**config.mk**
```make
export PLATFORM = sky130hd
export DESIGN_NAME = two_way_traffic_light_controller_core_flat
export DESIGN_NICKNAME = d
export VERILOG_FILES = /design/src/hdl/tlc_pkg.sv /design/src/hdl/tlc_ifs.sv /design/src/hdl/tlc_arith.sv /design/src/hdl/two_way_traffic_light_controller_core.sv /design/src/flat_wrapper.sv
export SDC_FILE = /design/constraint.sdc
export NUM_CORES = 1
export LEC_CHECK = 0
export BUFFER_PORTS_ARGS = -buffer_cell sky130_fd_sc_hd__buf_2
export CORE_MARGIN = 2
export CORE_UTILIZATION = 44
export DETAILED_ROUTE_END_ITERATION = 10
export HOLD_SLACK_MARGIN = 0.06
export PLACE_DENSITY = 0.58
export SLEW_MARGIN = 20
export SYNTH_ARGS = -nofsm -noshare
export SYNTH_HDL_FRONTEND = slang
export SYNTH_SLANG_ARGS = --single-unit
```
**constraint.sdc**
```tcl
create_clock -name clk -period 9.9 [get_ports clk]
set_input_delay 0 -clock clk [delete_from_list [all_inputs] [get_ports clk]]
set_output_delay 0 -clock clk [all_outputs]
set_load 0.02 [all_outputs]
```
**src/hdl/tlc_pkg.sv**
```systemverilog
// Package for the two-way traffic light controller: widths, reset values,
// codes, enum and struct types and small helper functions.
// Depends on nothing; the arithmetic unit and the core use it by scoped names.
`timescale 1ns / 1ps
`default_nettype none

package tlc_pkg;

  localparam int CNT_W       = 19;
  localparam int PROD_W      = 17;
  localparam int DUR_W       = 7;
  localparam int TPS_W       = 10;
  localparam int HALF_W      = TPS_W - 1;
  localparam int LOCK_W      = 10;
  localparam int REM_W       = TPS_W;
  localparam int DIVC_W      = 5;
  localparam int LAMP_W      = 3;
  localparam int CFG_ADDR_W  = 3;
  localparam int CFG_DATA_W  = 32;

  localparam logic [DUR_W-1:0]  MAX_SECONDS = 7'd99;
  localparam logic [TPS_W-1:0]  RESET_TPS   = 10'd100;
  localparam logic [LOCK_W-1:0] LOCK_MAX    = 10'd1023;
  localparam logic [DIVC_W-1:0] DIV_LAST    = DIVC_W'(CNT_W - 1);

  localparam logic [0:0] REG_TPS = 1'b0;

  localparam logic [1:0] C_RED = 2'd0;
  localparam logic [1:0] C_YEL = 2'd1;
  localparam logic [1:0] C_GRN = 2'd2;

  localparam logic [DUR_W-1:0] DUR_RED_RST = 7'd5;
  localparam logic [DUR_W-1:0] DUR_YEL_RST = 7'd2;
  localparam logic [DUR_W-1:0] DUR_GRN_RST = 7'd3;

  localparam logic [LAMP_W-1:0] LAMP_OFF = 3'b000;
  localparam logic [LAMP_W-1:0] LAMP_RED = 3'b001;
  localparam logic [LAMP_W-1:0] LAMP_YEL = 3'b010;
  localparam logic [LAMP_W-1:0] LAMP_GRN = 3'b100;

  typedef enum logic [1:0] {
    MODE_NORMAL   = 2'd0,
    MODE_EDIT_RED = 2'd1,
    MODE_EDIT_YEL = 2'd2,
    MODE_EDIT_GRN = 2'd3
  } mode_t;

  typedef enum logic [3:0] {
    ST_IDLE,
    ST_MUL_R,
    ST_MUL_Y,
    ST_MUL_G,
    ST_ADD_RY,
    ST_ADD_YG,
    ST_ADD_T,
    ST_DIV,
    ST_UPDATE
  } seq_state_t;

  typedef enum logic [1:0] {
    OP_MUL,
    OP_ADD,
    OP_DSTEP
  } alu_op_t;

  typedef struct packed {
    alu_op_t          op;
    logic [CNT_W-1:0] a;
    logic [CNT_W-1:0] b;
  } alu_req_t;

  function automatic logic [DUR_W-1:0] reset_dur(input logic [1:0] c);
    logic [DUR_W-1:0] d;
    unique case (c)
      C_RED:   d = DUR_RED_RST;
      C_YEL:   d = DUR_YEL_RST;
      default: d = DUR_GRN_RST;
    endcase
    return d;
  endfunction

  function automatic logic [LAMP_W-1:0] color_lamp(input logic [1:0] c);
    logic [LAMP_W-1:0] l;
    unique case (c)
      C_RED:   l = LAMP_RED;
      C_YEL:   l = LAMP_YEL;
      C_GRN:   l = LAMP_GRN;
      default: l = LAMP_OFF;
    endcase
    return l;
  endfunction

  // Road A runs red, green, yellow; road B runs green, yellow, red.
  function automatic logic [1:0] road_color(input logic road, input logic [1:0] p);
    logic [1:0] c;
    if (!road) begin
      unique case (p)
        2'd0:    c = C_RED;
        2'd1:    c = C_GRN;
        default: c = C_YEL;
      endcase
    end else begin
      unique case (p)
        2'd0:    c = C_GRN;
        2'd1:    c = C_YEL;
        default: c = C_RED;
      endcase
    end
    return c;
  endfunction

  function automatic logic [1:0] phase_mod3(input logic [1:0] p);
    return (p == 2'd3) ? 2'd0 : p;
  endfunction

  function automatic logic [LOCK_W-1:0] lock_inc(input logic [LOCK_W-1:0] v);
    return (v == LOCK_MAX) ? v : v + 1'b1;
  endfunction

endpackage

`default_nettype wire

```
**src/hdl/tlc_ifs.sv**
```systemverilog
// Handshake channel interfaces for tick items and result items.
// Depends on nothing but the payload widths of the controller.
`timescale 1ns / 1ps
`default_nettype none

interface tlc_in_if;
  logic valid;
  logic ready;
  logic tick;
  logic mode_button;
  logic increment_button;
  logic commit_button;

  modport source(output valid, tick, mode_button, increment_button, commit_button,
                 input ready);
  modport sink(input valid, tick, mode_button, increment_button, commit_button,
               output ready);
endinterface

interface tlc_out_if;
  logic       valid;
  logic       ready;
  logic [2:0] lamps_road_a;
  logic [2:0] lamps_road_b;
  logic [6:0] display_a_value;
  logic [6:0] display_b_value;
  logic       digit_select;
  logic       refresh;
  logic [1:0] current_mode;

  modport source(output valid, lamps_road_a, lamps_road_b, display_a_value,
                 display_b_value, digit_select, refresh, current_mode, input ready);
  modport sink(input valid, lamps_road_a, lamps_road_b, display_a_value,
               display_b_value, digit_select, refresh, current_mode, output ready);
endinterface

`default_nettype wire

```
**src/hdl/tlc_arith.sv**
```systemverilog
// Shared arithmetic unit: small multiply, wide add, or one restoring
// division step. Depends on tlc_pkg.
`timescale 1ns / 1ps
`default_nettype none

module tlc_arith (
  input  tlc_pkg::alu_req_t               req,
  output logic [tlc_pkg::CNT_W-1:0]       y
);

  always_comb begin
    unique case (req.op)
      tlc_pkg::OP_MUL:
        y = tlc_pkg::CNT_W'(tlc_pkg::PROD_W'(req.a[tlc_pkg::DUR_W-1:0]) *
                            tlc_pkg::PROD_W'(req.b[tlc_pkg::TPS_W-1:0]));
      tlc_pkg::OP_ADD:
        y = req.a + req.b;
      tlc_pkg::OP_DSTEP:
        y = (req.a >= req.b) ? req.a - req.b : req.a;
      default:
        y = req.a;
    endcase
  end

endmodule

`default_nettype wire

```
**src/hdl/two_way_traffic_light_controller_core.sv**
```systemverilog
// A tick item passes through the states of the shared arithmetic unit: three
// multiplies and three adds, then 19 restoring division steps that test the
// cycle count against the tick rate, then the update; an item with tick 0
// goes straight to the update. The input is not ready again until the item
// has left the update state, which waits while the output is stalled.
// Synchronous active-low reset loads the power-up state directly; there is no clearing pass.
`timescale 1ns / 1ps
`default_nettype none

module two_way_traffic_light_controller_core (
  input  logic                               clk,
  input  logic                               rst_n,
  tlc_in_if.sink                             in_item,
  tlc_out_if.source                          out_item,
  input  logic                               cfg_psel,
  input  logic                               cfg_penable,
  input  logic                               cfg_pwrite,
  input  logic [tlc_pkg::CFG_ADDR_W-1:0]     cfg_paddr,
  input  logic [tlc_pkg::CFG_DATA_W-1:0]     cfg_pwdata,
  output logic [tlc_pkg::CFG_DATA_W-1:0]     cfg_prdata,
  output logic                               cfg_pready
);

  localparam int CW = tlc_pkg::CNT_W;
  localparam int DW = tlc_pkg::DUR_W;
  localparam int LW = tlc_pkg::LOCK_W;
  localparam int TW = tlc_pkg::TPS_W;
  localparam int PW = tlc_pkg::PROD_W;
  localparam int AW = tlc_pkg::LAMP_W;

  tlc_pkg::seq_state_t state_r, state_nxt;

  logic [TW-1:0]              tps_r;
  logic                       tick_r, mb_r, ib_r, cb_r;
  logic [PW-1:0]              r_r, y_r, g_r;
  logic [CW-1:0]              ry_r, yg_r, t_r;
  logic [tlc_pkg::REM_W-1:0]  rem_r;
  logic [CW-1:0]              dvd_r;
  logic [tlc_pkg::DIVC_W-1:0] divc_r;

  tlc_pkg::mode_t  mode_r, mode_nxt;
  logic [CW-1:0]   cnt_r, cnt_nxt;
  logic [1:0]      phase_r [2];
  logic [1:0]      phase_nxt [2];
  logic [DW-1:0]   cd_r [2][3];
  logic [DW-1:0]   cd_nxt [2][3];
  logic [DW-1:0]   com_r [3];
  logic [DW-1:0]   com_nxt [3];
  logic [DW-1:0]   pend_r [3];
  logic [DW-1:0]   pend_nxt [3];
  logic [LW-1:0]   lock_r [3];
  logic [LW-1:0]   lock_nxt [3];
  logic [TW-1:0]   blink_r, blink_nxt;
  logic [TW-1:0]   refr_r, refr_nxt;
  logic            tog_r, tog_nxt;
  logic [DW-1:0]   disp_r [2];
  logic [DW-1:0]   disp_nxt [2];
  logic [AW-1:0]   lamp_r [2];
  logic [AW-1:0]   lamp_nxt [2];
  logic            dsel_nxt, refresh_nxt;

  logic                 out_valid_r;
  logic [AW-1:0]        o_lamp_a_r, o_lamp_b_r;
  logic [DW-1:0]        o_disp_a_r, o_disp_b_r;
  logic                 o_dsel_r, o_refresh_r;
  logic [1:0]           o_mode_r;

  logic [TW-1:0]             eff_tps;
  logic [tlc_pkg::HALF_W-1:0] half;
  logic                      in_accept, out_free, commit, leave;
  tlc_pkg::alu_req_t         alu_req;
  logic [CW-1:0]             alu_y;

  assign eff_tps   = (tps_r == '0) ? TW'(1) : tps_r;
  assign half      = eff_tps[TW-1:1];
  assign in_accept = in_item.valid && in_item.ready;
  assign out_free  = !out_valid_r || out_item.ready;
  assign commit    = (state_r == tlc_pkg::ST_UPDATE) && out_free;
  assign leave     = mb_r && (lock_r[0] >= LW'(half)) && (mode_r == tlc_pkg::MODE_EDIT_GRN);

  // Configuration port.
  assign cfg_pready = 1'b1;
  always_comb begin
    cfg_prdata = '0;
    if (cfg_paddr[2] == tlc_pkg::REG_TPS) begin
      cfg_prdata = tlc_pkg::CFG_DATA_W'(tps_r);
    end
  end

  always_ff @(posedge clk) begin
    if (!rst_n) begin
      tps_r <= tlc_pkg::RESET_TPS;
    end else if (cfg_psel && cfg_penable && cfg_pwrite && cfg_pready &&
                 cfg_paddr[2] == tlc_pkg::REG_TPS) begin
      tps_r <= cfg_pwdata[TW-1:0];
    end
  end

  tlc_arith u_arith (
    .req (alu_req),
    .y   (alu_y)
  );

  // Next state.
  always_comb begin
    state_nxt = state_r;
    unique case (state_r)
      tlc_pkg::ST_IDLE: begin
        if (in_item.valid) begin
          state_nxt = in_item.tick ? tlc_pkg::ST_MUL_R : tlc_pkg::ST_UPDATE;
        end
      end
      tlc_pkg::ST_MUL_R:  state_nxt = tlc_pkg::ST_MUL_Y;
      tlc_pkg::ST_MUL_Y:  state_nxt = tlc_pkg::ST_MUL_G;
      tlc_pkg::ST_MUL_G:  state_nxt = tlc_pkg::ST_ADD_RY;
      tlc_pkg::ST_ADD_RY: state_nxt = tlc_pkg::ST_ADD_YG;
      tlc_pkg::ST_ADD_YG: state_nxt = tlc_pkg::ST_ADD_T;
      tlc_pkg::ST_ADD_T:  state_nxt = tlc_pkg::ST_DIV;
      tlc_pkg::ST_DIV: begin
        if (divc_r == tlc_pkg::DIV_LAST) begin
          state_nxt = tlc_pkg::ST_UPDATE;
        end
      end
      tlc_pkg::ST_UPDATE: begin
        if (out_free) begin
          state_nxt = tlc_pkg::ST_IDLE;
        end
      end
      default: state_nxt = tlc_pkg::ST_IDLE;
    endcase
  end

  // Sequencer outputs: handshake and operands of the shared unit.
  always_comb begin
    in_item.ready = (state_r == tlc_pkg::ST_IDLE);
    alu_req.op    = tlc_pkg::OP_ADD;
    alu_req.a     = '0;
    alu_req.b     = '0;
    unique case (state_r)
      tlc_pkg::ST_MUL_R: begin
        alu_req.op = tlc_pkg::OP_MUL;
        alu_req.a  = CW'(com_r[tlc_pkg::C_RED]);
        alu_req.b  = CW'(eff_tps);
      end
      tlc_pkg::ST_MUL_Y: begin
        alu_req.op = tlc_pkg::OP_MUL;
        alu_req.a  = CW'(com_r[tlc_pkg::C_YEL]);
        alu_req.b  = CW'(eff_tps);
      end
      tlc_pkg::ST_MUL_G: begin
        alu_req.op = tlc_pkg::OP_MUL;
        alu_req.a  = CW'(com_r[tlc_pkg::C_GRN]);
        alu_req.b  = CW'(eff_tps);
      end
      tlc_pkg::ST_ADD_RY: begin
        alu_req.a = CW'(r_r);
        alu_req.b = CW'(y_r);
      end
      tlc_pkg::ST_ADD_YG: begin
        alu_req.a = CW'(y_r);
        alu_req.b = CW'(g_r);
      end
      tlc_pkg::ST_ADD_T: begin
        alu_req.a = ry_r;
        alu_req.b = CW'(g_r);
      end
      tlc_pkg::ST_DIV: begin
        alu_req.op = tlc_pkg::OP_DSTEP;
        alu_req.a  = CW'({rem_r, dvd_r[CW-1]});
        alu_req.b  = CW'(eff_tps);
      end
      default: begin
        alu_req.op = tlc_pkg::OP_ADD;
      end
    endcase
  end

  always_ff @(posedge clk) begin
    if (!rst_n) begin
      state_r <= tlc_pkg::ST_IDLE;
    end else begin
      state_r <= state_nxt;
    end
  end

  always_ff @(posedge clk) begin
    if (in_accept) begin
      tick_r <= in_item.tick;
      mb_r   <= in_item.mode_button;
      ib_r   <= in_item.increment_button;
      cb_r   <= in_item.commit_button;
    end
    unique case (state_r)
      tlc_pkg::ST_MUL_R:  r_r  <= alu_y[PW-1:0];
      tlc_pkg::ST_MUL_Y:  y_r  <= alu_y[PW-1:0];
      tlc_pkg::ST_MUL_G:  g_r  <= alu_y[PW-1:0];
      tlc_pkg::ST_ADD_RY: ry_r <= alu_y;
      tlc_pkg::ST_ADD_YG: yg_r <= alu_y;
      tlc_pkg::ST_ADD_T: begin
        t_r    <= alu_y;
        dvd_r  <= leave ? alu_y : cnt_r;
        rem_r  <= '0;
        divc_r <= '0;
      end
      tlc_pkg::ST_DIV: begin
        rem_r  <= alu_y[tlc_pkg::REM_W-1:0];
        dvd_r  <= {dvd_r[CW-2:0], 1'b0};
        divc_r <= divc_r + 1'b1;
      end
      default: begin
      end
    endcase
  end

  // Effect of one item on the controller state.
  always_comb begin : update_logic
    logic            press;
    logic [1:0]      c;
    logic [1:0]      p;
    logic [1:0]      col;
    logic [CW-1:0]   t;
    logic            le_t, gt_yg, gt_y, gt_ry, gt_r, gt_0;

    mode_nxt    = mode_r;
    cnt_nxt     = cnt_r;
    phase_nxt   = phase_r;
    cd_nxt      = cd_r;
    com_nxt     = com_r;
    pend_nxt    = pend_r;
    lock_nxt    = lock_r;
    blink_nxt   = blink_r;
    refr_nxt    = refr_r;
    tog_nxt     = tog_r;
    disp_nxt    = disp_r;
    lamp_nxt    = lamp_r;
    dsel_nxt    = 1'b0;
    refresh_nxt = 1'b0;
    press       = mb_r && (lock_r[0] >= LW'(half));
    c           = 2'd0;
    p           = 2'd0;
    col         = 2'd0;
    t           = '0;
    le_t        = 1'b0;
    gt_yg       = 1'b0;
    gt_y        = 1'b0;
    gt_ry       = 1'b0;
    gt_r        = 1'b0;
    gt_0        = 1'b0;

    if (tick_r) begin
      if (press) begin
        if (mode_r != tlc_pkg::MODE_EDIT_GRN) begin
          lamp_nxt[0] = tlc_pkg::LAMP_OFF;
          lamp_nxt[1] = tlc_pkg::LAMP_OFF;
          tog_nxt     = 1'b0;
          mode_nxt    = tlc_pkg::mode_t'(mode_r + 2'd1);
          disp_nxt[0] = com_r[mode_r];
          disp_nxt[1] = DW'(mode_nxt);
        end else begin
          cnt_nxt = t_r;
          for (int r = 0; r < 2; r++) begin
            phase_nxt[r] = 2'd0;
            for (int k = 0; k < 3; k++) begin
              cd_nxt[r][k] = com_r[k];
            end
          end
          disp_nxt[0] = '0;
          disp_nxt[1] = '0;
          refr_nxt    = TW'(half);
          pend_nxt    = com_r;
          mode_nxt    = tlc_pkg::MODE_NORMAL;
        end
        lock_nxt[0] = '0;
      end
      lock_nxt[0] = tlc_pkg::lock_inc(lock_nxt[0]);

      if (mode_nxt == tlc_pkg::MODE_NORMAL) begin
        t     = cnt_nxt;
        le_t  = (t <= t_r);
        gt_yg = (t > yg_r);
        gt_y  = (t > CW'(y_r));
        gt_ry = (t > ry_r);
        gt_r  = (t > CW'(r_r));
        gt_0  = (t != '0);
        priority if (le_t && gt_yg)  lamp_nxt[0] = tlc_pkg::LAMP_RED;
        else if (!gt_yg && gt_y)     lamp_nxt[0] = tlc_pkg::LAMP_GRN;
        else if (!gt_y && gt_0)      lamp_nxt[0] = tlc_pkg::LAMP_YEL;
        if (rem_r == '0) begin
          for (int r = 0; r < 2; r++) begin
            p           = tlc_pkg::phase_mod3(phase_nxt[r]);
            col         = tlc_pkg::road_color(1'(r), p);
            disp_nxt[r] = cd_nxt[r][col];
            if (cd_nxt[r][col] <= DW'(1)) begin
              phase_nxt[r]   = (p == 2'd2) ? 2'd0 : p + 2'd1;
              cd_nxt[r][col] = com_nxt[col];
            end else begin
              cd_nxt[r][col] = cd_nxt[r][col] - 1'b1;
            end
          end
        end
        priority if (le_t && gt_ry)  lamp_nxt[1] = tlc_pkg::LAMP_GRN;
        else if (!gt_ry && gt_r)     lamp_nxt[1] = tlc_pkg::LAMP_YEL;
        else if (!gt_r && gt_0)      lamp_nxt[1] = tlc_pkg::LAMP_RED;
      end else begin
        c = 2'(mode_nxt) - 2'd1;
        if (blink_r <= TW'(1)) begin
          lamp_nxt[0] = lamp_nxt[0] ^ tlc_pkg::color_lamp(c);
          lamp_nxt[1] = lamp_nxt[1] ^ tlc_pkg::color_lamp(c);
          blink_nxt   = TW'(half);
        end else begin
          blink_nxt = blink_r - 1'b1;
        end
        if (ib_r && lock_r[1] >= LW'(half)) begin
          if (pend_nxt[c] < tlc_pkg::MAX_SECONDS) begin
            pend_nxt[c] = pend_nxt[c] + 1'b1;
          end
          disp_nxt[0] = pend_nxt[c];
          lock_nxt[1] = '0;
        end
        if (cb_r && lock_r[2] >= LW'(half)) begin
          com_nxt[c]  = pend_nxt[c];
          disp_nxt[0] = com_nxt[c];
          lock_nxt[2] = '0;
        end
      end

      if (refr_nxt == '0) begin
        dsel_nxt    = tog_nxt;
        tog_nxt     = !tog_nxt;
        refresh_nxt = 1'b1;
        refr_nxt    = TW'(half);
      end

      if (mode_nxt == tlc_pkg::MODE_NORMAL) begin
        if (cnt_nxt == '0) begin
          cnt_nxt = t_r;
        end
        if (cnt_nxt != '0) begin
          cnt_nxt = cnt_nxt - 1'b1;
        end
      end else begin
        lock_nxt[1] = tlc_pkg::lock_inc(lock_nxt[1]);
        lock_nxt[2] = tlc_pkg::lock_inc(lock_nxt[2]);
      end
      if (refr_nxt != '0) begin
        refr_nxt = refr_nxt - 1'b1;
      end
    end
  end

  always_ff @(posedge clk) begin
    if (!rst_n) begin
      mode_r  <= tlc_pkg::MODE_NORMAL;
      cnt_r   <= CW'(10 * tlc_pkg::RESET_TPS);
      blink_r <= TW'(tlc_pkg::RESET_TPS >> 1);
      refr_r  <= TW'(tlc_pkg::RESET_TPS >> 1);
      tog_r   <= 1'b0;
      for (int r = 0; r < 2; r++) begin
        phase_r[r] <= 2'd0;
        disp_r[r]  <= '0;
        lamp_r[r]  <= tlc_pkg::LAMP_OFF;
        for (int k = 0; k < 3; k++) begin
          cd_r[r][k] <= tlc_pkg::reset_dur(2'(k));
        end
      end
      for (int k = 0; k < 3; k++) begin
        com_r[k]  <= tlc_pkg::reset_dur(2'(k));
        pend_r[k] <= tlc_pkg::reset_dur(2'(k));
        lock_r[k] <= LW'(tlc_pkg::RESET_TPS >> 1);
      end
    end else if (commit) begin
      mode_r  <= mode_nxt;
      cnt_r   <= cnt_nxt;
      phase_r <= phase_nxt;
      cd_r    <= cd_nxt;
      com_r   <= com_nxt;
      pend_r  <= pend_nxt;
      lock_r  <= lock_nxt;
      blink_r <= blink_nxt;
      refr_r  <= refr_nxt;
      tog_r   <= tog_nxt;
      disp_r  <= disp_nxt;
      lamp_r  <= lamp_nxt;
    end
  end

  // Output register.
  always_ff @(posedge clk) begin
    if (!rst_n) begin
      out_valid_r <= 1'b0;
    end else if (commit) begin
      out_valid_r <= 1'b1;
    end else if (out_item.ready) begin
      out_valid_r <= 1'b0;
    end
  end

  always_ff @(posedge clk) begin
    if (commit) begin
      o_lamp_a_r  <= lamp_nxt[0];
      o_lamp_b_r  <= lamp_nxt[1];
      o_disp_a_r  <= disp_nxt[0];
      o_disp_b_r  <= disp_nxt[1];
      o_dsel_r    <= dsel_nxt;
      o_refresh_r <= refresh_nxt;
      o_mode_r    <= 2'(mode_nxt);
    end
  end

  assign out_item.valid           = out_valid_r;
  assign out_item.lamps_road_a    = o_lamp_a_r;
  assign out_item.lamps_road_b    = o_lamp_b_r;
  assign out_item.display_a_value = o_disp_a_r;
  assign out_item.display_b_value = o_disp_b_r;
  assign out_item.digit_select    = o_dsel_r;
  assign out_item.refresh         = o_refresh_r;
  assign out_item.current_mode    = o_mode_r;

endmodule

`default_nettype wire

```
**src/flat_wrapper.sv**
```systemverilog
// flat-port wrapper written by rule: the top's interface ports become plain ports
module two_way_traffic_light_controller_core_flat 
  (clk, rst_n, cfg_psel, cfg_penable, cfg_pwrite, cfg_paddr, cfg_pwdata, cfg_prdata, cfg_pready, in_item_valid, in_item_tick, in_item_mode_button, in_item_increment_button, in_item_commit_button, in_item_ready, out_item_valid, out_item_lamps_road_a, out_item_lamps_road_b, out_item_display_a_value, out_item_display_b_value, out_item_digit_select, out_item_refresh, out_item_current_mode, out_item_ready);
  tlc_in_if in_item_i ();
  tlc_out_if out_item_i ();
  input  logic clk;
  input  logic rst_n;
  input  logic cfg_psel;
  input  logic cfg_penable;
  input  logic cfg_pwrite;
  input  logic [tlc_pkg::CFG_ADDR_W-1:0] cfg_paddr;
  input  logic [tlc_pkg::CFG_DATA_W-1:0] cfg_pwdata;
  output logic [tlc_pkg::CFG_DATA_W-1:0] cfg_prdata;
  output logic cfg_pready;
  input wire logic [$bits(in_item_i.valid)-1:0] in_item_valid;
  input wire logic [$bits(in_item_i.tick)-1:0] in_item_tick;
  input wire logic [$bits(in_item_i.mode_button)-1:0] in_item_mode_button;
  input wire logic [$bits(in_item_i.increment_button)-1:0] in_item_increment_button;
  input wire logic [$bits(in_item_i.commit_button)-1:0] in_item_commit_button;
  output wire logic [$bits(in_item_i.ready)-1:0] in_item_ready;
  output wire logic [$bits(out_item_i.valid)-1:0] out_item_valid;
  output wire logic [$bits(out_item_i.lamps_road_a)-1:0] out_item_lamps_road_a;
  output wire logic [$bits(out_item_i.lamps_road_b)-1:0] out_item_lamps_road_b;
  output wire logic [$bits(out_item_i.display_a_value)-1:0] out_item_display_a_value;
  output wire logic [$bits(out_item_i.display_b_value)-1:0] out_item_display_b_value;
  output wire logic [$bits(out_item_i.digit_select)-1:0] out_item_digit_select;
  output wire logic [$bits(out_item_i.refresh)-1:0] out_item_refresh;
  output wire logic [$bits(out_item_i.current_mode)-1:0] out_item_current_mode;
  input wire logic [$bits(out_item_i.ready)-1:0] out_item_ready;
  assign in_item_i.valid = in_item_valid;
  assign in_item_i.tick = in_item_tick;
  assign in_item_i.mode_button = in_item_mode_button;
  assign in_item_i.increment_button = in_item_increment_button;
  assign in_item_i.commit_button = in_item_commit_button;
  assign in_item_ready = in_item_i.ready;
  assign out_item_valid = out_item_i.valid;
  assign out_item_lamps_road_a = out_item_i.lamps_road_a;
  assign out_item_lamps_road_b = out_item_i.lamps_road_b;
  assign out_item_display_a_value = out_item_i.display_a_value;
  assign out_item_display_b_value = out_item_i.display_b_value;
  assign out_item_digit_select = out_item_i.digit_select;
  assign out_item_refresh = out_item_i.refresh;
  assign out_item_current_mode = out_item_i.current_mode;
  assign out_item_i.ready = out_item_ready;
  two_way_traffic_light_controller_core u_core (.clk(clk), .rst_n(rst_n), .in_item(in_item_i), .out_item(out_item_i), .cfg_psel(cfg_psel), .cfg_penable(cfg_penable), .cfg_pwrite(cfg_pwrite), .cfg_paddr(cfg_paddr), .cfg_pwdata(cfg_pwdata), .cfg_prdata(cfg_prdata), .cfg_pready(cfg_pready));
endmodule
```
# Word level (Yosys, flattened, before mapping)
# Index checks and enable logic that the tools add are counted.
[word_totals]
memories = 0
elab_cells = 318
ff_bits = 365
mem_bits_ro = 0
in_bits = 46
out_inout_bits = 59
ramBits = 0
latchBits = 0
[op_classes]
addsub = 16
n_lt_le_gt_ge = 20
multipliers = 1
shifts = 0
div = 0
n_reduce_logical = 46
mux = 151
n_bitwise = 8
eq_ne = 27
[op_table]
columns = ["operator", "count"]
rows = [
  ["$mux 21", 13],
  ["$pmux 38 s7", 1],
  ["$mux 42", 5],
  ["$mux 19", 10],
  ["$mux 7", 25],
  ["$mux 10", 16],
  ["$bmux 7 s2", 9],
  ["$bwmux 21", 6],
  ["$mux 20", 3],
  ["$pmux 19 s3", 1],
  ["$mux 14", 4],
  ["$demux 7 s2", 3],
  ["$gt 19x17->1", 2],
  ["$gt 19x19->1", 2],
  ["$pmux 19 s2", 1],
  ["$reduce_bool 19->1", 2],
  ["$mux 4", 9],
  ["$mux 6", 6],
  ["$pmux 4 s9", 1],
  ["$mux 2", 16],
  ["$add 10x1->10 const B", 3],
  ["$eq 10x10->1 const B", 3],
  ["$ge 10x9->1", 3],
  ["$logic_not 10->1", 3],
  ["47 further kinds", 122],
]

# Depth between registers and ports, before layout
# Gate-level depths: netlist of the first run.
[logic_depth]
word_depth = 30
depth_mapped = 30
mapped_depth_nobuf = 28

# Cells and area by module
# Synthesis of the first run repeated with hierarchy kept, for this count alone.
[unflattened]
hier_cells = 3447
area_unflattened_um2 = 28966.5
[by_module_without_submodules]
columns = ["mod", "cells_per_inst", "instances", "seq_area_each_um2", "area_per_inst_um2"]
rows = [
  ["two_way_traffic_light_controller_core", 2848, 1, 9008.6, 24259.5],
  ["tlc_arith", 599, 1, 0.0, 4707.0],
]

# Least setup slack after synthesis of the first run
# OpenSTA, ideal clock, no wires.
[synth_timing]
kind = "reg2reg"
startpoint = "reg u_core.state_r[0]"
endpoint = "reg u_core.dvd_r[16] (data pin)"
setup_ns = 0.256
slack_ns = 2.106
required_ns = 9.644
period_less_slack_ns = 7.794
n_path_buf = 2
arrival_time_ns = 7.538
stages_incl_launch_ff = 28
path_cell_list = "dfxtp_1 clkbuf_1 nand2_1 nor3_1 a222oi_1 and4_1 clkbuf_1 inv_1 nand2_1 fa_1 fa_1 inv_1 fa_1 inv_1 fa_1 inv_1 ha_1 a21boi_0 o21ai_0 a21boi_0 o21ai_0 a21boi_0 o21ai_0 a211o_1 o21ai_0 xnor2_1 o21ai_0 a31o_2"
[synth_between]
elab_chain_cells = 7
word_cells_on_any_way = 21
cone_classes = "add/sub (2); mul (1); order compare (1); eq/ne (9); mux (6); reduce/logical (2)"
[synth_rtl]
columns = ["item", "line", "source"]
rows = [
  ["start, declared", "two_way_traffic_light_controller_core.sv:31", "tlc_pkg::seq_state_t state_r, state_nxt;"],
  ["start signal, assigned", "two_way_traffic_light_controller_core.sv:180", "state_r <= tlc_pkg::ST_IDLE;"],
  ["start signal, assigned", "two_way_traffic_light_controller_core.sv:182", "state_r <= state_nxt;"],
  ["parallel branches: the longest is 6 deep, another holds $mul 7x10->17", "--", ""],
  ["$pmux 19 s2 (*)", "two_way_traffic_light_controller_core.sv:193", "unique case (state_r)"],
  ["end signal, assigned", "two_way_traffic_light_controller_core.sv:201", "dvd_r <= leave ? alu_y : cnt_r;"],
  ["end signal, assigned", "two_way_traffic_light_controller_core.sv:207", "dvd_r <= {dvd_r[CW-2:0], 1'b0};"],
  ["end, declared", "two_way_traffic_light_controller_core.sv:38", "logic [CW-1:0] dvd_r;"],
]
# Every way passes the cells marked *.
# A chain may end at the register's enable or synchronous reset.

# Worst setup path in the final report of the first run
[layout_timing]
startpoint = "reg u_core.state_r[3]"
endpoint = "reg u_core.t_r[16] (data pin)"
[layout_between]
elab_chain_cells = 5
word_cells_on_any_way = 19
cone_classes = "add/sub (2); mul (1); order compare (1); eq/ne (9); mux (4); reduce/logical (2)"
[layout_rtl]
columns = ["item", "line", "source"]
rows = [
  ["parallel branches: the longest is 4 deep, another holds $mul 7x10->17", "--", ""],
  ["$pmux 19 s3 (*)", "tlc_arith.sv:12", "unique case (req.op)"],
  ["via u_core.alu_y[16]", "two_way_traffic_light_controller_core.sv:72", "logic [CW-1:0] alu_y;"],
  ["end signal, assigned", "two_way_traffic_light_controller_core.sv:200", "t_r <= alu_y;"],
  ["end, declared", "two_way_traffic_light_controller_core.sv:36", "logic [CW-1:0] ry_r, yg_r, t_r;"],
]
# Mark *: on every way through the listed nets, which the timed path passes.

==> results.yml, run 1 <==
run_status:
  outcome: "complete, no violations"
clock_network:
  cts_buffer_depth: 3
  ctsRootBufferMaster: "clkbuf_16"
  numCtsBuffers: 46
  cts_tree: "built"
  cts_max_level: 2
  clkTransAtPathRegs_ns: 0.06
  cts_sinks: 365
  clkLatencyLatePin_ns: 0.61
  cts_resized: 0
final_layout:
  final_area_um2: 31400
  nNetsFinal: 3750
  final_util_pct: 49.0
  fill_cells: 6219
  area_growth_pct: 10.7
  drive_gt1_share_pct: 9.21
logic_synthesis:
  synth.avg_cell_area_um2: 8.25
  syn_area_um2: 28300
  synth-edff-count: 170
  yosys-top-cells-area: "edfxtp_1 (18%), dfxtp_1 (14%), ha_1 (9.6%), nand2_1 (5.1%), a21oi_1 (4.6%)"
  yosysTopAreaCell: "edfxtp_1"
  synthDistinctLibCells: 110
  synthCells: 3432
  synth-seq-cells: 365
  ys_warn_count: 0
  yosysSeqAreaShare_pct: 31.8
  synth.top_cell.area_share_pct: 18.0
  synth-async-reset-ratio_pct: 0
  synth_ff_type: "dfxtp_1"
setup_path:
  crit_start: "u_core.state_r[3]"
  worst-endpoint-arrival_ns: 8.59
  r2r_end: "u_core.t_r[16]"
  crit_type: "flip-flop to flip-flop"
  crit_path_max_incr_delay_ns: 0.66
  end_kind: "flip-flop"
  rr_startpoint: "u_core.state_r[3]"
  reg2regPathDepth: 28
  required_ns: 10.26
  worst-path-buf-inv: 6
  crit_family: "compound AO/OA/AOI/OAI gates"
  cp_max_fo: 14
  crit_cells: 28
  rrSetupSlack_ns: 1.67
  cp_common_cell: "o21ai_0"
  crit_path_top_delay_cell: "dfxtp_1"
  cp-start-kind: "flip-flop"
power:
  pwr-share-clk_pct: 38.0
  power_density_nw_per_um2: 150
  combPwrFrac_pct: 26.1
  power.switching_mw: 1.63
  seqPwrFrac_pct: 35.9
  ir_worst_vdd_v: 0.000126
  p_leak_nw: 12.9
  switching_share_pct: 34.6
  p_int_mw: 3.08
global_routing:
  grt_util_all_layers_pct: 30.7
  grt_start_max_net_pins: 70
  grt.overflow.total: 0
  antenna_found_initial: 0
  grt_pass1_vias: 25900
  grt_pass1_wl_um: 159000
sta:
  fin_crit_ns: 8.23
  finalSetupTns_ns: 0
  finalSetupViolCount: 0
  tightest_slew_ns: 1.17
  hold_viol_final: 0
  period_share_pct: 83.1
  fin_ws_ns: 1.67
  rsz0062_at_grt: "false"
  relSlewSlack_pct: 21.5
  skew_ns: 0.0299
  fmax_ghz: 0.122
  slew_violations: 0
floorplan:
  core_area_um2: 64000
  die_w_um: 258
  num_rows: 93
  die_y_um: 258
  io_pins: 105
  initial_core_util_pct: 44.3
  die-area_um2: 66400
route:
  detail-route-antenna-nets: 0
  drc: 0
  routedWlPerCell_um: 24.2
  drt_iter0_drc: 2911
  drt_wl_total_um: 105000
  via_per_inst: 6.23
  dr.pass1.iters: 6
  vias: 27100
worst_hold_path:
  hold_start: "in_item_increment_button"
  holdPathStages: 2
  hp-class: "primary input to flip-flop"
  whs_endpoint: "u_core.ib_r"
placement:
  gp_congestion: 0.957
  dp_hpwl_um: 76500
  place_ws_ns: 1.67
  postPlaceCellArea_um2: 29400
  portBuffers: 57
job:
  maxCapViolations: 0
-- worst reg2reg max path: cells and delay by family (launching register included) --
family                     cells  cell delay (ns)
adders and majority gates      6             2.51
and+or+nand+nor                3             0.94
buffers and inverters          6             0.59
DFF                            1             0.66
AOI/OAI and AO/OA             12             3.14
xor gates and xnor gates       1             0.14
-- kinds of logic after synthesis --
group | Yosys count | synth area share [%]
adders and majority gates | 258 | 12.5
other | 2 | 0.0265
muxes | 120 | 4.92
DFF | 365 | 31.8
xor gates and xnor gates | 73 | 2.31
AOI/OAI and AO/OA | 1018 | 23.6
buffers and inverters | 474 | 6.79
and+or+nand+nor | 1122 | 18.1
-- synthesized netlist by cell type (42+ instances only) --
cell type,n
inv_1,245
o21ai_0,248
a21oi_1,258
dfxtp_1,195
mux2i_1,83
edfxtp_1,170
a21o_1,51
nand2_1,383
a22oi_1,56
nand4_1,42
clkbuf_1,161
a31oi_1,42
nand3_1,104
nor3_1,71
xnor2_1,47
o211ai_1,54
ha_1,217
nor2_1,328
-- power by group through the flow --
stage / combinational (mW) / clock (mW) / sequential (mW)
final: 1.23 / 1.79 / 1.69
after floorplan: 0.799 / 0 / 1.72
after CTS: 1.20 / 1.81 / 1.69
after global routing: 1.32 / 1.87 / 1.69
after detailed placement: 1.19 / 0 / 1.72
after global placement: 1.18 / 0 / 1.72
-- stage by stage --
step	power, mW	hold WS, ns	cells
CTS	4.70	0.102	4339
detailed placement	2.91	0.179	4218
finish	4.71	0.130	4340
global route	4.88	0.123	4339
floorplan	2.51	0.0989	3453
global placement	2.89	0.178	4218
-- registers in the layout, summed over array words and instances (netlist names), 14 cells and up --
name	count
u_core.cd_r	42
u_core.lock_r	30
u_core.com_r	21
u_core.pend_r	21
u_core.cnt_r	19
u_core.dvd_r	19
u_core.ry_r	19
u_core.t_r	19
u_core.yg_r	19
u_core.g_r	17
u_core.r_r	17
u_core.y_r	17
u_core.disp_r	14
-- final cells by class --
class	instances	area (µm²)	share of cell area, %
diodes	1	2.50	0.00798
clock buffers	55	1220	3.88
clock inverters	31	357	1.14
inverters	251	943	3.01
multi-input cells	2614	17600	56.0
flip-flops and latches	365	9010	28.7
well taps	855	1070	3.41
repair buffers	168	1210	3.85
-- routing by layer --
| layer | GRT usage [%] | routed length (µm) | vias to the layer above |
|---|---|---|---|
| met5 | 0 | 0 | - |
| met1 | 39.8 | 43100 | 13100 |
| met3 | 3.46 | 7330 | 271 |
| met4 | 16.1 | 6070 | 0 |
| li1 | - | - | 12400 |
| met2 | 50.6 | 48400 | 1228 |
-- how the worst max path moves through the flow --
stage                  endpoint  slack (ns)
2_1_floorplan  u_core.dvd_r[16]        2.11
3_3_place_gp     u_core.t_r[16]        1.74
3_5_place_dp    u_core.yg_r[16]        1.67
4_1_cts          u_core.y_r[16]        1.63
5_1_grt          u_core.t_r[16]        0.92
6_report         u_core.t_r[16]        1.67
-- cell usage in the layout (no fill, tap or decap), types with 47 or more instances in the layout --
cell,count
buf_4,77
o211ai_1,54
mux2i_1,83
nor3_1,65
nand2_1,382
dfxtp_1,195
edfxtp_1,170
a22oi_1,56
buf_2,56
xnor2_1,47
ha_1,216
nor2_1,325
a21o_1,51
o21ai_0,246
inv_1,245
nand3_1,104
a21oi_1,257
clkbuf_16,47
-- repair_timing --
action / 4_1_cts / 5_1_grt
endpoints found under the hold margin: 49 / 0
setup buffers: 0 / 0
hold buffers: 35 / 0
Power figures use the tool's default switching activity.
==> run 2, diff against run 1 <==
PLACE_DENSITY = 0.6   (was 0.58)
clock period = 6.9 ns   (was 9.9 ns; I/O delays follow)
==> run 2 against run 1 <==
Compared with the run above:
- core utilization grew 1.2 points
- register-to-register slack lost 1.2 ns
- global-route usage is essentially flat
- critical path type unchanged
- highest routed layer is now met5
==> results.yml, run 2 (synthesized netlist as in run 1, its figures left out) <==
setup_path:
  cp_max_fo: 11
  worst-path-buf-inv: 8
  worst-endpoint-arrival_ns: 6.82
  required_ns: 7.25
  crit_path_max_incr_delay_ns: 0.53
  crit_path_top_delay_cell: "fa_1"
  cp_common_cell: "inv_1"
  crit_family: "adder cells"
  cp-start-kind: "flip-flop"
  end_kind: "flip-flop"
  crit_type: "flip-flop to flip-flop"
route:
  detail-route-antenna-nets: 0
  drc: 0
  drt_wl_total_um: 104000
  routedWlPerCell_um: 23.5
  drt_iter0_drc: 2820
  dr.pass1.iters: 7
  via_per_inst: 6.11
  vias: 27100
floorplan:
  num_rows: 93
  core_area_um2: 64000
  die-area_um2: 66400
  initial_core_util_pct: 44.3
  die_w_um: 258
  die_y_um: 258
  io_pins: 105
clock_network:
  cts_tree: "built"
  numCtsBuffers: 46
  clkTransAtPathRegs_ns: 0.06
  ctsRootBufferMaster: "clkbuf_16"
  cts_max_level: 2
  cts_sinks: 365
  clkLatencyLatePin_ns: 0.61
  cts_buffer_depth: 3
final_layout:
  top_regs: "u_core.cd_r x42, u_core.lock_r x30"
  nNetsFinal: 3849
  insertedDiodeCount: 0
  largest_reg_flops: 42
  fill_cells: 6174
  drive_gt1_share_pct: 11.9
  final_util_pct: 50.2
  layout_common_cells: "nand2_1 (382), nor2_1 (325), a21oi_1 (256), inv_1 (245), o21ai_0 (242)"
  regMostFlops: "u_core.cd_r"
  layout.cells.most_common: "nand2_1"
  area_growth_pct: 13.5
worst_hold_path:
  hp-class: "primary input to flip-flop"
power:
  p_leak_nw: 13.4
  power_density_nw_per_um2: 212
  ir_worst_vdd_v: 0.000186
sta:
  finalSetupViolCount: 0
  fin_crit_ns: 6.47
  relSlewSlack_pct: 16.1
  finalSetupTns_ns: 0
  rsz0062_at_grt: "false"
  skew_ns: 0.0292
  period_share_pct: 93.7
  slew_violations: 0
  whs_ns: 0.120
  tightest_slew_ns: 1.25
  fmax_ghz: 0.155
  hold_viol_final: 0
global_routing:
  grt_pass1_wl_um: 158000
  grt.overflow.total: 0
  antenna_found_initial: 2
  grt_start_max_net_pins: 77
  grt_pass1_vias: 25500
  grt_util_all_layers_pct: 30.7
job:
  maxCapViolations: 0
placement:
  dp_hpwl_um: 76400
  gp_congestion: 0.999
  portBuffers: 57
run_status:
  outcome: "complete, no violations"
==> run 2: through the flow <==
| step | cell area (µm²) | power [mW] | setup slack, ns | std cells |
|---|---|---|---|---|
| after floorplan | 28400 | 3.61 | 0.0589 | 3453 |
| after global placement | 30200 | 4.23 | 0.0629 | 4317 |
| after detailed placement | 30200 | 4.22 | 0.00877 | 4317 |
| after CTS | 32100 | 6.78 | 0.0816 | 4436 |
| after global routing | 32200 | 7.04 | 0.0245 | 4438 |
| final | 32200 | 6.80 | 0.435 | 4438 |
==> run 2: cell type report <==
type / count / area (µm²) / share of cell area [%]
multi-input cells: 2614 / 17600 / 54.7
flip-flops and latches: 365 / 9010 / 28.0
repair buffers: 267 / 1960 / 6.10
clock buffers: 54 / 1230 / 3.83
well taps: 855 / 1070 / 3.33
inverters: 251 / 943 / 2.93
clock inverters: 32 / 349 / 1.09
==> run 2: path summary, 6_finish.rpt <==
kind | slack, ns | start | depth (start not counted) | end
setup / recovery | 0.43 | u_core.state_r[1] | 29 | u_core.t_r[14]
hold reg to reg | 0.46 | u_core.pend_r[12] | 2 | u_core.pend_r[12]
hold / removal | 0.12 | in_item_increment_button | 2 | u_core.ib_r
setup reg to reg | 0.43 | u_core.state_r[1] | 29 | u_core.t_r[14]
==> run 2: routing by layer <==
layer | vias up | wire (µm) | global-route usage (%)
li1 | 12600 | - | -
met1 | 13000 | 43400 | 41.0
met2 | 1256 | 47200 | 49.2
met3 | 259 | 8660 | 4.50
met4 | 4 | 5230 | 14.0
met5 | - | 21 | 0
==> run 2: timing repair <==
action | CTS | global route
setup buffers | 0 | 1
pin swaps | 0 | 2
hold buffers | 33 | 1
endpoints found under the hold margin | 54 | 1
setup endpoints to repair | 6 | 21
gates resized for setup | 2 | 10
==> run 2: power breakdown <==
| part | leakage [nW] | switching [mW] | internal [mW] |
|---|---|---|---|
| logic | 9.47 | 1.25 | 0.579 |
| clock network | 0.770 | 1.04 | 1.51 |
| registers | 3.11 | 0.0604 | 2.36 |
| total | 13.4 | 2.36 | 4.45 |
